File: config.mk
export PLATFORM = sky130hd
export DESIGN_NAME = wall_follow_pid_steering_top
export DESIGN_NICKNAME = d
export VERILOG_FILES = /design/src/rtl/wfp_pkg.sv /design/src/rtl/wall_follow_pid_steering_top.sv /design/src/rtl/wfp_drive.sv
export SDC_FILE = /design/constraint.sdc
export NUM_CORES = 2
export LEC_CHECK = 0
export ABC_CLOCK_PERIOD_IN_PS = 10900
export BUFFER_PORTS_ARGS = -buffer_cell sky130_fd_sc_hd__buf_2
export CORE_ASPECT_RATIO = 2
export CORE_UTILIZATION = 55
export DETAILED_ROUTE_END_ITERATION = 7
export HOLD_SLACK_MARGIN = 0.05
export PLACE_DENSITY = 0.77
export SLEW_MARGIN = 20
export SYNTH_ARGS = -nofsm -noshare
export SYNTH_HDL_FRONTEND = slang
export SYNTH_SLANG_ARGS = --single-unit
File: constraint.sdc
create_clock -name i_clk -period 10.9 [get_ports i_clk]
set_input_delay 2.725 -clock i_clk [delete_from_list [all_inputs] [get_ports i_clk]]
set_output_delay 2.725 -clock i_clk [all_outputs]
set_load 0.01 [all_outputs]
File: src/rtl/wfp_pkg.sv
package wfp_pkg;

    localparam int DIST_W   = 10;
    localparam int TIME_W   = 32;
    localparam int GAIN_W   = 16;
    localparam int LIM_W    = 8;
    localparam int BOOST_W  = 16;
    localparam int ERR_W    = DIST_W + 1;
    localparam int DIFF_W   = ERR_W + 1;
    localparam int SUM_W    = 21;
    localparam int PROD_P_W = GAIN_W + ERR_W;
    localparam int PROD_I_W = GAIN_W + SUM_W;
    localparam int PROD_D_W = GAIN_W + DIFF_W;
    localparam int PID_W    = PROD_I_W + 1;
    localparam int SCALED_W = PID_W + 4;
    localparam int DRIVE_W  = SCALED_W + 2;
    localparam int BASE_W   = LIM_W + 10;
    localparam int SPEED_W  = LIM_W + 1;

    // Division by 1280 once the value is known to be below 256*1280:
    // drop 8 bits, then divide by 5 as a multiply by 1639/8192.
    localparam int THR_W         = 19;
    localparam int QUOT_W        = 11;
    localparam int RECIP_SHIFT   = 13;
    localparam int RECIP_PROD_W  = 22;
    localparam logic [QUOT_W-1:0] RECIP_FIVE = 11'd1639;

    localparam int ADDR_W  = 5;
    localparam int DATA_W  = 32;
    localparam int IN_W    = 64;
    localparam int OUT_W   = 24;

    localparam logic [2:0] REG_GAIN_P   = 3'd0;
    localparam logic [2:0] REG_GAIN_I   = 3'd1;
    localparam logic [2:0] REG_GAIN_D   = 3'd2;
    localparam logic [2:0] REG_SPEED    = 3'd3;
    localparam logic [2:0] REG_OBSTACLE = 3'd4;
    localparam logic [2:0] REG_BOOST    = 3'd5;

    localparam logic signed [GAIN_W-1:0] RST_GAIN_P   = 16'sd256;
    localparam logic signed [GAIN_W-1:0] RST_GAIN_I   = 16'sd0;
    localparam logic signed [GAIN_W-1:0] RST_GAIN_D   = 16'sd0;
    localparam logic [LIM_W-1:0]         RST_SPEED    = 8'd255;
    localparam logic [DIST_W-1:0]        RST_OBSTACLE = 10'd9;
    localparam logic [BOOST_W-1:0]       RST_BOOST    = 16'd1000;

    localparam logic signed [SUM_W-1:0] SUM_MAX = 21'sh0FFFFF;
    localparam logic signed [SUM_W-1:0] SUM_MIN = 21'sh100000;

    typedef struct packed {
        logic signed [DRIVE_W-1:0] scaled;
        logic [LIM_W-1:0]          limit;
    } t_drive_req;

endpackage

File: src/rtl/wall_follow_pid_steering_top.sv
// Each beat moves through the stage A, B, C and D registers; D drives the output.
// Throughput: one beat per cycle unless stalled, set by the four-register pipeline
// whose integral, previous error and boost state update in the first stage alone.
// Reset (synchronous, active low): empties the pipeline, clears the integral,
// previous error and boost window, and loads the register defaults.
module wall_follow_pid_steering_top (
    input  logic                          i_clk,
    input  logic                          i_rst_n,
    // Sensor beats. Bits from 0: left_dist[9:0], middle_dist[19:10],
    // right_dist[29:20], now_ms[61:30], zero padding [63:62].
    input  logic                          s_axis_tvalid,
    output logic                          s_axis_tready,
    input  logic [wfp_pkg::IN_W-1:0]      s_axis_tdata,
    // Drive beats. Bits from 0: left_speed[8:0], right_speed[17:9],
    // boosting[18], zero padding [23:19].
    output logic                          m_axis_tvalid,
    input  logic                          m_axis_tready,
    output logic [wfp_pkg::OUT_W-1:0]     m_axis_tdata,
    // Register port.
    input  logic                          psel,
    input  logic                          penable,
    input  logic                          pwrite,
    input  logic [wfp_pkg::ADDR_W-1:0]    paddr,
    input  logic [wfp_pkg::DATA_W-1:0]    pwdata,
    output logic [wfp_pkg::DATA_W-1:0]    prdata,
    output logic                          pready
);
    import wfp_pkg::*;

    // ------------------------------------------------------------------
    // Configuration registers. Writes land on the access phase; software is
    // to write them only while no beat is in flight; the block does not check.
    // ------------------------------------------------------------------
    logic signed [GAIN_W-1:0] r_gain_p, r_gain_i, r_gain_d;
    logic [LIM_W-1:0]         r_speed_max;
    logic [DIST_W-1:0]        r_obstacle_cm;
    logic [BOOST_W-1:0]       r_boost_ms;
    logic                     cfg_wr;
    logic [2:0]               cfg_idx;

    assign pready  = 1'b1;
    assign cfg_wr  = psel && penable && pwrite && pready;
    assign cfg_idx = paddr[4:2];

    always_ff @(posedge i_clk) begin
        if (!i_rst_n) begin
            r_gain_p      <= RST_GAIN_P;
            r_gain_i      <= RST_GAIN_I;
            r_gain_d      <= RST_GAIN_D;
            r_speed_max   <= RST_SPEED;
            r_obstacle_cm <= RST_OBSTACLE;
            r_boost_ms    <= RST_BOOST;
        end else if (cfg_wr) begin
            case (cfg_idx)
                REG_GAIN_P:   r_gain_p      <= $signed(pwdata[GAIN_W-1:0]);
                REG_GAIN_I:   r_gain_i      <= $signed(pwdata[GAIN_W-1:0]);
                REG_GAIN_D:   r_gain_d      <= $signed(pwdata[GAIN_W-1:0]);
                REG_SPEED:    r_speed_max   <= pwdata[LIM_W-1:0];
                REG_OBSTACLE: r_obstacle_cm <= pwdata[DIST_W-1:0];
                REG_BOOST:    r_boost_ms    <= pwdata[BOOST_W-1:0];
                default: begin
                end
            endcase
        end
    end

    always_comb begin
        case (cfg_idx)
            REG_GAIN_P:   prdata = {16'b0, r_gain_p};
            REG_GAIN_I:   prdata = {16'b0, r_gain_i};
            REG_GAIN_D:   prdata = {16'b0, r_gain_d};
            REG_SPEED:    prdata = {24'b0, r_speed_max};
            REG_OBSTACLE: prdata = {22'b0, r_obstacle_cm};
            REG_BOOST:    prdata = {16'b0, r_boost_ms};
            default:      prdata = '0;
        endcase
    end

    // ------------------------------------------------------------------
    // Pipeline flow control. Each stage accepts when it is empty or when
    // the stage after it is moving, so bubbles close up and a finished
    // result can wait at the output while new samples keep coming in.
    // ------------------------------------------------------------------
    logic r_a_valid, r_b_valid, r_c_valid, r_d_valid;
    logic ready_a, ready_b, ready_c, ready_d;
    logic a_fire;

    assign ready_d = !r_d_valid || m_axis_tready;
    assign ready_c = !r_c_valid || ready_d;
    assign ready_b = !r_b_valid || ready_c;
    assign ready_a = !r_a_valid || ready_b;
    assign a_fire  = r_a_valid && ready_b;

    assign s_axis_tready = ready_a;
    assign m_axis_tvalid = r_d_valid;

    always_ff @(posedge i_clk) begin
        if (!i_rst_n) begin
            r_a_valid <= 1'b0;
            r_b_valid <= 1'b0;
            r_c_valid <= 1'b0;
            r_d_valid <= 1'b0;
        end else begin
            if (ready_a) r_a_valid <= s_axis_tvalid;
            if (ready_b) r_b_valid <= r_a_valid;
            if (ready_c) r_c_valid <= r_b_valid;
            if (ready_d) r_d_valid <= r_c_valid;
        end
    end

    // ------------------------------------------------------------------
    // Stage A: input register.
    // ------------------------------------------------------------------
    logic [DIST_W-1:0] r_a_left, r_a_mid, r_a_right;
    logic [TIME_W-1:0] r_a_now;

    always_ff @(posedge i_clk) begin
        if (ready_a && s_axis_tvalid) begin
            r_a_left  <= s_axis_tdata[0 +: DIST_W];
            r_a_mid   <= s_axis_tdata[DIST_W +: DIST_W];
            r_a_right <= s_axis_tdata[2*DIST_W +: DIST_W];
            r_a_now   <= s_axis_tdata[3*DIST_W +: TIME_W];
        end
    end

    // ------------------------------------------------------------------
    // Controller state and the A to B step: error, the three products and
    // the boost window. The state moves once per sample, as it leaves A.
    // ------------------------------------------------------------------
    logic signed [SUM_W-1:0]  r_error_sum, n_error_sum;
    logic signed [ERR_W-1:0]  r_last_error;
    logic                     r_boost_on, n_boost_on;
    logic [TIME_W-1:0]        r_boost_start, n_boost_start;

    logic signed [ERR_W-1:0]  err;
    logic signed [DIFF_W-1:0] err_diff;
    logic signed [SUM_W:0]    sum_wide;
    logic                     boost_open;
    logic                     boost_armed;
    logic [TIME_W-1:0]        elapsed;

    assign err      = $signed({1'b0, r_a_right}) - $signed({1'b0, r_a_left});
    assign err_diff = $signed({err[ERR_W-1], err})
                    - $signed({r_last_error[ERR_W-1], r_last_error});

    // The integral clamps to its own 21-bit range, so overflow shows as the
    // two top bits of the widened sum disagreeing.
    assign sum_wide = $signed({r_error_sum[SUM_W-1], r_error_sum}) + (SUM_W+1)'(err);
    always_comb begin
        if (sum_wide[SUM_W] != sum_wide[SUM_W-1]) begin
            n_error_sum = sum_wide[SUM_W] ? SUM_MIN : SUM_MAX;
        end else begin
            n_error_sum = sum_wide[SUM_W-1:0];
        end
    end

    // A close middle reading opens the window first; the end test then runs
    // on the updated start time, so a zero-length window never shows.
    assign boost_open    = (r_a_mid < r_obstacle_cm) && !r_boost_on;
    assign n_boost_start = boost_open ? r_a_now : r_boost_start;
    assign boost_armed   = r_boost_on || boost_open;
    assign elapsed       = r_a_now - n_boost_start;
    assign n_boost_on    = boost_armed && (elapsed < {16'b0, r_boost_ms});

    always_ff @(posedge i_clk) begin
        if (!i_rst_n) begin
            r_error_sum   <= '0;
            r_last_error  <= '0;
            r_boost_on    <= 1'b0;
            r_boost_start <= '0;
        end else if (a_fire) begin
            r_error_sum   <= n_error_sum;
            r_last_error  <= err;
            r_boost_on    <= n_boost_on;
            r_boost_start <= n_boost_start;
        end
    end

    // ------------------------------------------------------------------
    // Stage B: the three gain products, each straight off one multiplier.
    // ------------------------------------------------------------------
    logic signed [PROD_P_W-1:0] r_b_p;
    logic signed [PROD_I_W-1:0] r_b_i;
    logic signed [PROD_D_W-1:0] r_b_d;
    logic                       r_b_boost;

    always_ff @(posedge i_clk) begin
        if (a_fire) begin
            r_b_p     <= PROD_P_W'(r_gain_p) * PROD_P_W'(err);
            r_b_i     <= PROD_I_W'(r_gain_i) * PROD_I_W'(r_error_sum);
            r_b_d     <= PROD_D_W'(r_gain_d) * PROD_D_W'(err_diff);
            r_b_boost <= n_boost_on;
        end
    end

    // ------------------------------------------------------------------
    // Stage C: PID sum, doubled inside the boost window, times five. The
    // 0.6 base factor and the later division by 1280 keep this exact.
    // ------------------------------------------------------------------
    logic signed [PID_W-1:0]    pid;
    logic signed [SCALED_W-1:0] pid_ext;
    logic signed [SCALED_W-1:0] pid_eff;
    logic signed [SCALED_W-1:0] r_c_pid5;
    logic                       r_c_boost;

    assign pid     = PID_W'(r_b_p) + PID_W'(r_b_i) + PID_W'(r_b_d);
    assign pid_ext = SCALED_W'(pid);
    assign pid_eff = r_b_boost ? (pid_ext <<< 1) : pid_ext;

    always_ff @(posedge i_clk) begin
        if (r_b_valid && ready_c) begin
            r_c_pid5  <= (pid_eff <<< 2) + pid_eff;
            r_c_boost <= r_b_boost;
        end
    end

    // ------------------------------------------------------------------
    // Stage D: base plus and minus the scaled PID, divided by 1280 and
    // saturated to the speed limit, into the output register.
    // ------------------------------------------------------------------
    logic [BASE_W-1:0]            base;
    logic signed [DRIVE_W-1:0]    base_ext;
    logic signed [DRIVE_W-1:0]    pid5_ext;
    t_drive_req                   req_left, req_right;
    logic signed [SPEED_W-1:0]    speed_left, speed_right;
    logic signed [SPEED_W-1:0]    r_d_left, r_d_right;
    logic                         r_d_boost;

    // 768 = 512 + 256, so base is 0.6 of the limit in units of 1/1280.
    assign base     = {1'b0, r_speed_max, 9'b0} + {2'b0, r_speed_max, 8'b0};
    assign base_ext = $signed({{(DRIVE_W-BASE_W){1'b0}}, base});
    assign pid5_ext = DRIVE_W'(r_c_pid5);

    assign req_left.scaled  = base_ext + pid5_ext;
    assign req_left.limit   = r_speed_max;
    assign req_right.scaled = base_ext - pid5_ext;
    assign req_right.limit  = r_speed_max;

    wfp_drive u_drive_left (
        .i_req   (req_left),
        .o_speed (speed_left)
    );

    wfp_drive u_drive_right (
        .i_req   (req_right),
        .o_speed (speed_right)
    );

    always_ff @(posedge i_clk) begin
        if (r_c_valid && ready_d) begin
            r_d_left  <= speed_left;
            r_d_right <= speed_right;
            r_d_boost <= r_c_boost;
        end
    end

    assign m_axis_tdata = {5'b0, r_d_boost, r_d_right, r_d_left};

endmodule

File: src/rtl/wfp_drive.sv
module wfp_drive (
    input  wfp_pkg::t_drive_req                 i_req,
    output logic signed [wfp_pkg::SPEED_W-1:0]  o_speed
);
    import wfp_pkg::*;

    logic                     neg;
    logic [DRIVE_W-1:0]       mag;
    logic [LIM_W:0]           lim_inc;
    logic [THR_W-1:0]         thr;
    logic                     sat;
    logic [QUOT_W-1:0]        quot;
    logic [RECIP_PROD_W-1:0]  prod;
    logic [LIM_W-1:0]         res;

    // The scaled value is in units of 1/1280 of a speed step; truncation
    // toward zero is done on the magnitude and the sign put back after.
    assign neg = i_req.scaled[DRIVE_W-1];
    assign mag = neg ? DRIVE_W'(-i_req.scaled) : DRIVE_W'(i_req.scaled);

    // Anything at or above (limit+1)*1280 saturates; 1280 = 1024 + 256.
    assign lim_inc = {1'b0, i_req.limit} + {{LIM_W{1'b0}}, 1'b1};
    assign thr     = {lim_inc, 10'b0} + {2'b0, lim_inc, 8'b0};
    assign sat     = mag >= DRIVE_W'(thr);

    assign quot = mag[8 +: QUOT_W];
    assign prod = RECIP_PROD_W'(quot) * RECIP_PROD_W'(RECIP_FIVE);
    assign res  = sat ? i_req.limit : prod[RECIP_SHIFT +: LIM_W];

    assign o_speed = neg ? -$signed({1'b0, res}) : $signed({1'b0, res});

endmodule

[Word level (Yosys, flattened, before mapping)]
Index checks and enable logic that the tools add are counted.
Word-level totals
  bits of input ports: 108
  word-level logic and storage cells: 96
  register bits: 368
  output and inout port bits: 59
Operators by class
  magnitude comparators: 4
  reductions and logical operators: 25
  multiply operators: 5
  equality and inequality tests: 6
  add/sub/neg operators: 16
  muxes and demuxes: 11
Operators with widths (count)
  16-bit one-hot mux with 6 select lines: 1
  44-bit by 19-bit >= comparator with 1-bit output: 2
  44-bit 2-to-1 mux: 2
  43-bit negator with 44-bit output: 2
  19-bit by 42-bit adder with 43-bit output: 1
  19-bit by 42-bit subtractor with 43-bit output: 1
  41-bit by 39-bit adder with 42-bit output: 1
  11-bit by 11-bit multiplier with 21-bit output, second input constant: 2
  21-bit 2-to-1 mux: 2
  27-bit by 37-bit adder with 38-bit output: 1
  38-bit by 28-bit adder with 38-bit output: 1
  38-bit 2-to-1 mux: 1
  16-bit by 21-bit multiplier with 37-bit output: 1
  32-bit by 16-bit less-than comparator with 1-bit output: 1
  32-bit 2-to-1 mux: 1
  8-bit 2-to-1 mux: 4
  32-bit subtractor: 1
  16-bit by 12-bit multiplier with 28-bit output: 1
  16-bit by 11-bit multiplier with 27-bit output: 1
  21-bit by 11-bit adder with 22-bit output: 1
  19-bit by 17-bit adder with 19-bit output: 1
  17-bit by 16-bit adder with 18-bit output: 1
  8-bit negator with 9-bit output: 2
  2-bit AND reduction: 6
  12 further kinds: 29

[Depth between registers and ports, before layout]
  depth in word-level cells: 8
  depth in mapped cells: 46
  mapped depth without buffers: 41

[Cells and area by module]
A second synthesis with hierarchy kept.
Second synthesis, totals
  cells, all modules: 6587
  area total of the unflattened synthesis: 58951.5 um^2
By module, submodules not included
  wall_follow_pid_steering_top: area each 49728.9 um^2, seq. area each 9539.1 um^2, cells each 5394, times used 1
  wfp_drive at u_drive_left: area each 4623.2 um^2, seq. area each 0.0 um^2, cells each 600, times used 1
  wfp_drive at u_drive_right: area each 4599.4 um^2, seq. area each 0.0 um^2, cells each 593, times used 1

[Least setup slack after synthesis]
Ideal clock, no wire load.
  path kind: reg-to-reg
  start point: register r_speed_max[2]
  end point: register r_d_right[7], data pin
  data required time: 10.643 ns
  setup time: 0.257 ns
  period minus slack after synthesis: 10.119 ns
  path buffers: 5
  stages on the path, launching flop included: 46
  path slack: 0.781 ns
  arrival time: 9.862 ns
  cells stage by stage: dfxtp_1 > ha_1 > a21o_1 > a21oi_1 > o21bai_1 > a21oi_1 > inv_1 > a21oi_1 > nor2_1 > nor2_1 > xnor2_1 > ha_1 > buf_6 > nor2b_1 > a211oi_1 > o21ai_2 > a31o_2 > clkbuf_1 > (+10 left out) > fa_1 > inv_1 > fa_1 > inv_1 > ha_1 > nor3_1 > o21ai_0 > o221ai_1 > a21oi_1 > a2111oi_0 > nor2b_1 > o21ai_0 > nand2b_1 > a21oi_1 > o21bai_1 > xnor2_1 > xor2_1 > a21oi_2
On the way
  cells in the longest elaborated chain, start to end: 8
  elaborated cells between the ends (all ways): 11
  classes of those cells: add/sub (6); mul (1); order compare (1); mux (3)
Ends and longest elaborated chain
  start: declaration: line wall_follow_pid_steering_top.sv:35  | logic [LIM_W-1:0] r_speed_max;
  start signal: assignment: line wall_follow_pid_steering_top.sv:58  | REG_SPEED: r_speed_max <= pwdata[LIM_W-1:0];
  17-bit by 16-bit adder with 18-bit output: line wall_follow_pid_steering_top.sv:230  | assign base = {1'b0, r_speed_max, 9'b0} + {2'b0, r_speed_max, 8'b0};
  19-bit by 42-bit subtractor with 43-bit output: line wall_follow_pid_steering_top.sv:236  | assign req_right.scaled = base_ext - pid5_ext;
  43-bit negator with 44-bit output: line wfp_drive.sv:19  | assign mag = neg ? DRIVE_W'(-i_req.scaled) : DRIVE_W'(i_req.scaled);
  44-bit 2-to-1 mux: line wfp_drive.sv:19
  11-bit by 11-bit multiplier with 21-bit output / 44-bit by 19-bit >= comparator with 1-bit output (equally long branches): line wfp_drive.sv:27, wfp_drive.sv:24
  8-bit 2-to-1 mux: line wfp_drive.sv:28  | assign res = sat ? i_req.limit : prod[RECIP_SHIFT +: LIM_W];
  8-bit negator with 9-bit output: line wfp_drive.sv:30  | assign o_speed = neg ? -$signed({1'b0, res}) : $signed({1'b0, res});
  8-bit 2-to-1 mux *: line wfp_drive.sv:30
  via speed_right[7]: line wall_follow_pid_steering_top.sv:225  | logic signed [SPEED_W-1:0] speed_left, speed_right;
  end signal: assignment: line wall_follow_pid_steering_top.sv:252  | r_d_right <= speed_right;
  end: declaration: line wall_follow_pid_steering_top.sv:226  | logic signed [SPEED_W-1:0] r_d_left, r_d_right;
The timed path passes the listed nets; every way through them passes the cells marked *.
A chain may end at the register's enable or synchronous reset.

[Final worst setup path]
  start point: register r_speed_max[1]
  end point: register r_d_left[8], data pin
On the way
  cells in the longest elaborated chain, start to end: 7
  elaborated cells between the ends (all ways): 10
  classes of those cells: add/sub (6); mul (1); order compare (1); mux (2)
Ends and longest elaborated chain
  17-bit by 16-bit adder with 18-bit output: line wall_follow_pid_steering_top.sv:230
  19-bit by 42-bit adder with 43-bit output: line wall_follow_pid_steering_top.sv:234  | assign req_left.scaled = base_ext + pid5_ext;
  43-bit negator with 44-bit output: line wfp_drive.sv:19
  44-bit 2-to-1 mux: line wfp_drive.sv:19
  11-bit by 11-bit multiplier with 21-bit output / 44-bit by 19-bit >= comparator with 1-bit output (equally long branches): line wfp_drive.sv:27, wfp_drive.sv:24
  8-bit 2-to-1 mux: line wfp_drive.sv:28
  8-bit negator with 9-bit output: line wfp_drive.sv:30
  end signal: assignment: line wall_follow_pid_steering_top.sv:251  | r_d_left <= speed_left;
  end: declaration: line wall_follow_pid_steering_top.sv:226
Parallel ways exist; a longest one is shown, timed or not.

==> summary.md <==
* **result of the run** complete, no violations
* **data arrival time at the worst-slack endpoint** 10.66 ns
* **Placer Congestion** 0.9905
* **number of global-route vias before repair** 49940
* **placed cell areas** 59850 um^2
* **clock period minus final worst setup slack** 10.29 ns
* **startpoint of the most critical register-to-register path** r_speed_max[1]
* **setup slack, reg-to-reg** 0.61 ns
* **origin of the worst setup path** r_speed_max[1]
* **wire length of the first global-routing pass** 255600 um
* **end of the critical path** r_d_left[8]
* **1st-pass router iterations** 5
* **maximum number of pins on one net before global-route repair** 91
* **Post CTS Setup Buffer Count** 0
* **count of endpoints failing setup in the final report** 0
* **DP HPWL** 133300 um
* **clk sink count** 368
* **Mapped Cells** 6338
* **cell type with the highest occurrence count on the critical path** sky130_fd_sc_hd__inv_1
* **number of enable flip-flop cells after synthesis** 217
* **slowest stage delay, CP** 0.56 ns
* **vias** 45790
* **achievable clock frequency** 0.09721 GHz
* **flip-flop cell with the highest count after synthesis** sky130_fd_sc_hd__edfxtp_1
* **Starting Density** 55.62%
* **total negative slack** 0 ns
* **most common cell after layout, fill and taps aside** sky130_fd_sc_hd__inv_1
* **cell types occupying the most area after synthesis** sky130_fd_sc_hd__fa_1, sky130_fd_sc_hd__ha_1, sky130_fd_sc_hd__edfxtp_1
* **startpoint kind of the worst setup timing path** flip-flop
* **average cell area after synthesis** 9.113 um^2
* **register area share after synthesis** 16.52%
* **number of max-capacitance violations reported** 0
* **Longest Clk Path Bufs** 3
* **Critical Path End Type** flip-flop
* **net count reported at finish** 7819
* **drt via density** 5.908
* **count of synthesis-stage warnings from yosys** 0
* **CTS buffer count** 41
* **final number of hold-violating endpoints** 0
* **worst slack, placed** 0.3920 ns
* **die area** 106400 um^2
* **root buf cell** sky130_fd_sc_hd__clkbuf_16
* **clock tree from TritonCTS** yes
* **post-synth cell types** 111
* **Die Width** 231.2 um
* **number of cells on the worst reg-to-reg path** 40
* **DRC** 0
* **I/O pin count** 167
* **ratio of final minimum period to clock period** 94.37%
* **layout cells sized above 1** 6.553%
* **core region area** 103800 um^2
* **number of hold buffers added after cts** 0
* **count of H-tree levels built during CTS** 2
* **fill cell instance count of the final layout** 8893
* **post-route antenna net violation count** 0
* **summed area of non-filler cells in the final layout** 61290 um^2
* **Max Clock Skew** 0.05305 ns
* **total count of max-transition violations in the final report** 0
* **Post-Synthesis Cell Area** 57760 um^2
* **synthesized flop and latch total** 368
* **Worst Tran Pin Value** 1.209 ns
* **total wirelength of the detailed-routed design** 161800 um
* **routed len/inst** 20.88 um
* **initial antenna violation count** 7
* **headroom to the max-slew limit** 19.30%
* **count of input and output buffers** 124
* **Synth area leader** sky130_fd_sc_hd__fa_1
* **min-delay worst type** reg -> reg
* **startpoint-to-endpoint class of the critical path** reg -> reg
* **slack of the critical path** 0.6134 ns
* **ys async rst share** 0%
* **fraction of post-synthesis cell area in the top cell type by area** 27.03%
* **cell type of the slowest stage on the worst timing path** sky130_fd_sc_hd__fa_1
* **Rows** 167
* **GRT Resource Usage Total** 31.31%
* **clock latency on the worst-skew pair** 0.65 ns
* **final global-route overflow total** 0
* **RR Endpoint** r_d_left[8]
* **Area Overhead vs Synth** 6.102%
* **CP Data Required Time** 11.27 ns
* **number of DRC violations after detailed-routing iteration 0** 2328
* **commonest cells after routing, fill and taps aside** sky130_fd_sc_hd__inv_1, sky130_fd_sc_hd__fa_1, sky130_fd_sc_hd__nand2_1
* **RSZ-0062 raised after global routing** false
* **Reg clk slew, reported paths** 0.06 ns
* **maximum fanout along the worst path** 12
* **die extent in y** 460.3 um
==> per-layer routing <==
layer,GRT usage [%],share of wire [%]
met1,26.75,30
met2,59.71,54
met3,4.301,4.8
met4,31.44,12
met5,0,0.0080
==> worst max-delay path: cells and delay by family (launching register included) <==
kind,cells,cell delay [ns]
flops,1,0.53
compound gates,12,2.33
fa+ha+maj,10,3.98
simple gates,8,1.75
mux,1,0.20
buf+inv,6,0.49
xor+xnor,3,0.73
==> cells by family (layout without fill, tap and decap cells) <==
logic type               count (synthesis)  count (layout)  synth area share (%)
XOR/XNOR                               386             386                 5.866
AND/OR/NAND/NOR                       1839            1839                 15.71
flip-flops                             368             368                 16.52
AO/OA/AOI/OAI                         1030            1030                 11.96
buffers and inverters                 1245            1281                 8.455
multiplexers                           100             100                 1.800
other                                    2              26               0.01300
adder cells (fa/ha/maj)               1368            1368                 39.68
==> area by class of cell <==
type	count	area, um^2	area share, %
clock inverters	21	214.0	0.3491
clock buffers	53	1132	1.848
well taps	1352	1692	2.760
multi-input cells	4745	43610	71.15
inverters	986	3706	6.047
repair buffers	221	1384	2.258
diodes	4	10.01	0.01633
flip-flops and latches	368	9540	15.57
==> worst min-delay path by stage <==
| stage | start | end | slack, ns | cells past startpoint |
|---|---|---|---|---|
| floorplan | r_c_boost | r_d_boost | 0.40 | 0 |
| global placement | r_last_error[4] | r_last_error[4] | 0.45 | 2 |
| detailed placement | r_last_error[9] | r_last_error[9] | 0.46 | 2 |
| CTS | r_last_error[9] | r_last_error[9] | 0.47 | 2 |
| global route | r_last_error[7] | r_last_error[7] | 0.48 | 2 |
| finish | r_last_error[9] | r_last_error[9] | 0.47 | 2 |
==> what timing repair did <==
action | 4_1_cts | 5_1_grt
endpoints found under the hold margin | 0 | 0
gates resized for setup | 0 | 9
setup endpoints to repair | 0 | 5
==> through the flow <==
stage,util [%],hold WS (ns),std cells
finish,59.01,0.4654,7750
detailed placement,57.63,0.4592,7671
global placement,57.63,0.4529,7671
global route,59.01,0.4824,7749
floorplan,-,0.4003,6358
CTS,58.93,0.4680,7745
==> Yosys cell counts (all sizes together), types with 33 or more instances <==
cell type	n
o211ai	36
nand3	92
o21a	50
nand2	718
xnor2	258
o21ai	195
mux2i	72
nor2b	93
and3	33
a21oi	256
and2	300
dfxtp	151
o211a	36
fa	780
ha	568
xor2	128
inv	986
clkbuf	203
a21o	91
nor3	93
nand2b	98
edfxtp	217
buf	56
nor2	251
o21bai	40
a21boi	85
==> registers in the layout, summed over array words and instances (netlist names), 9 cells and up <==
signal / count
r_a_left: 10
r_c_pid5: 42
r_gain_p: 16
r_gain_d: 16
r_b_p: 27
r_b_d: 28
r_a_mid: 10
r_last_error: 11
r_b_i: 37
r_d_right: 9
r_boost_start: 32
r_boost_ms: 16
r_a_right: 10
r_gain_i: 16
r_error_sum: 21
r_d_left: 9
r_obstacle_cm: 10
r_a_now: 32
Power is not shown: default switching activity piles up to over one toggle a cycle in this logic, so the estimate is an artifact.
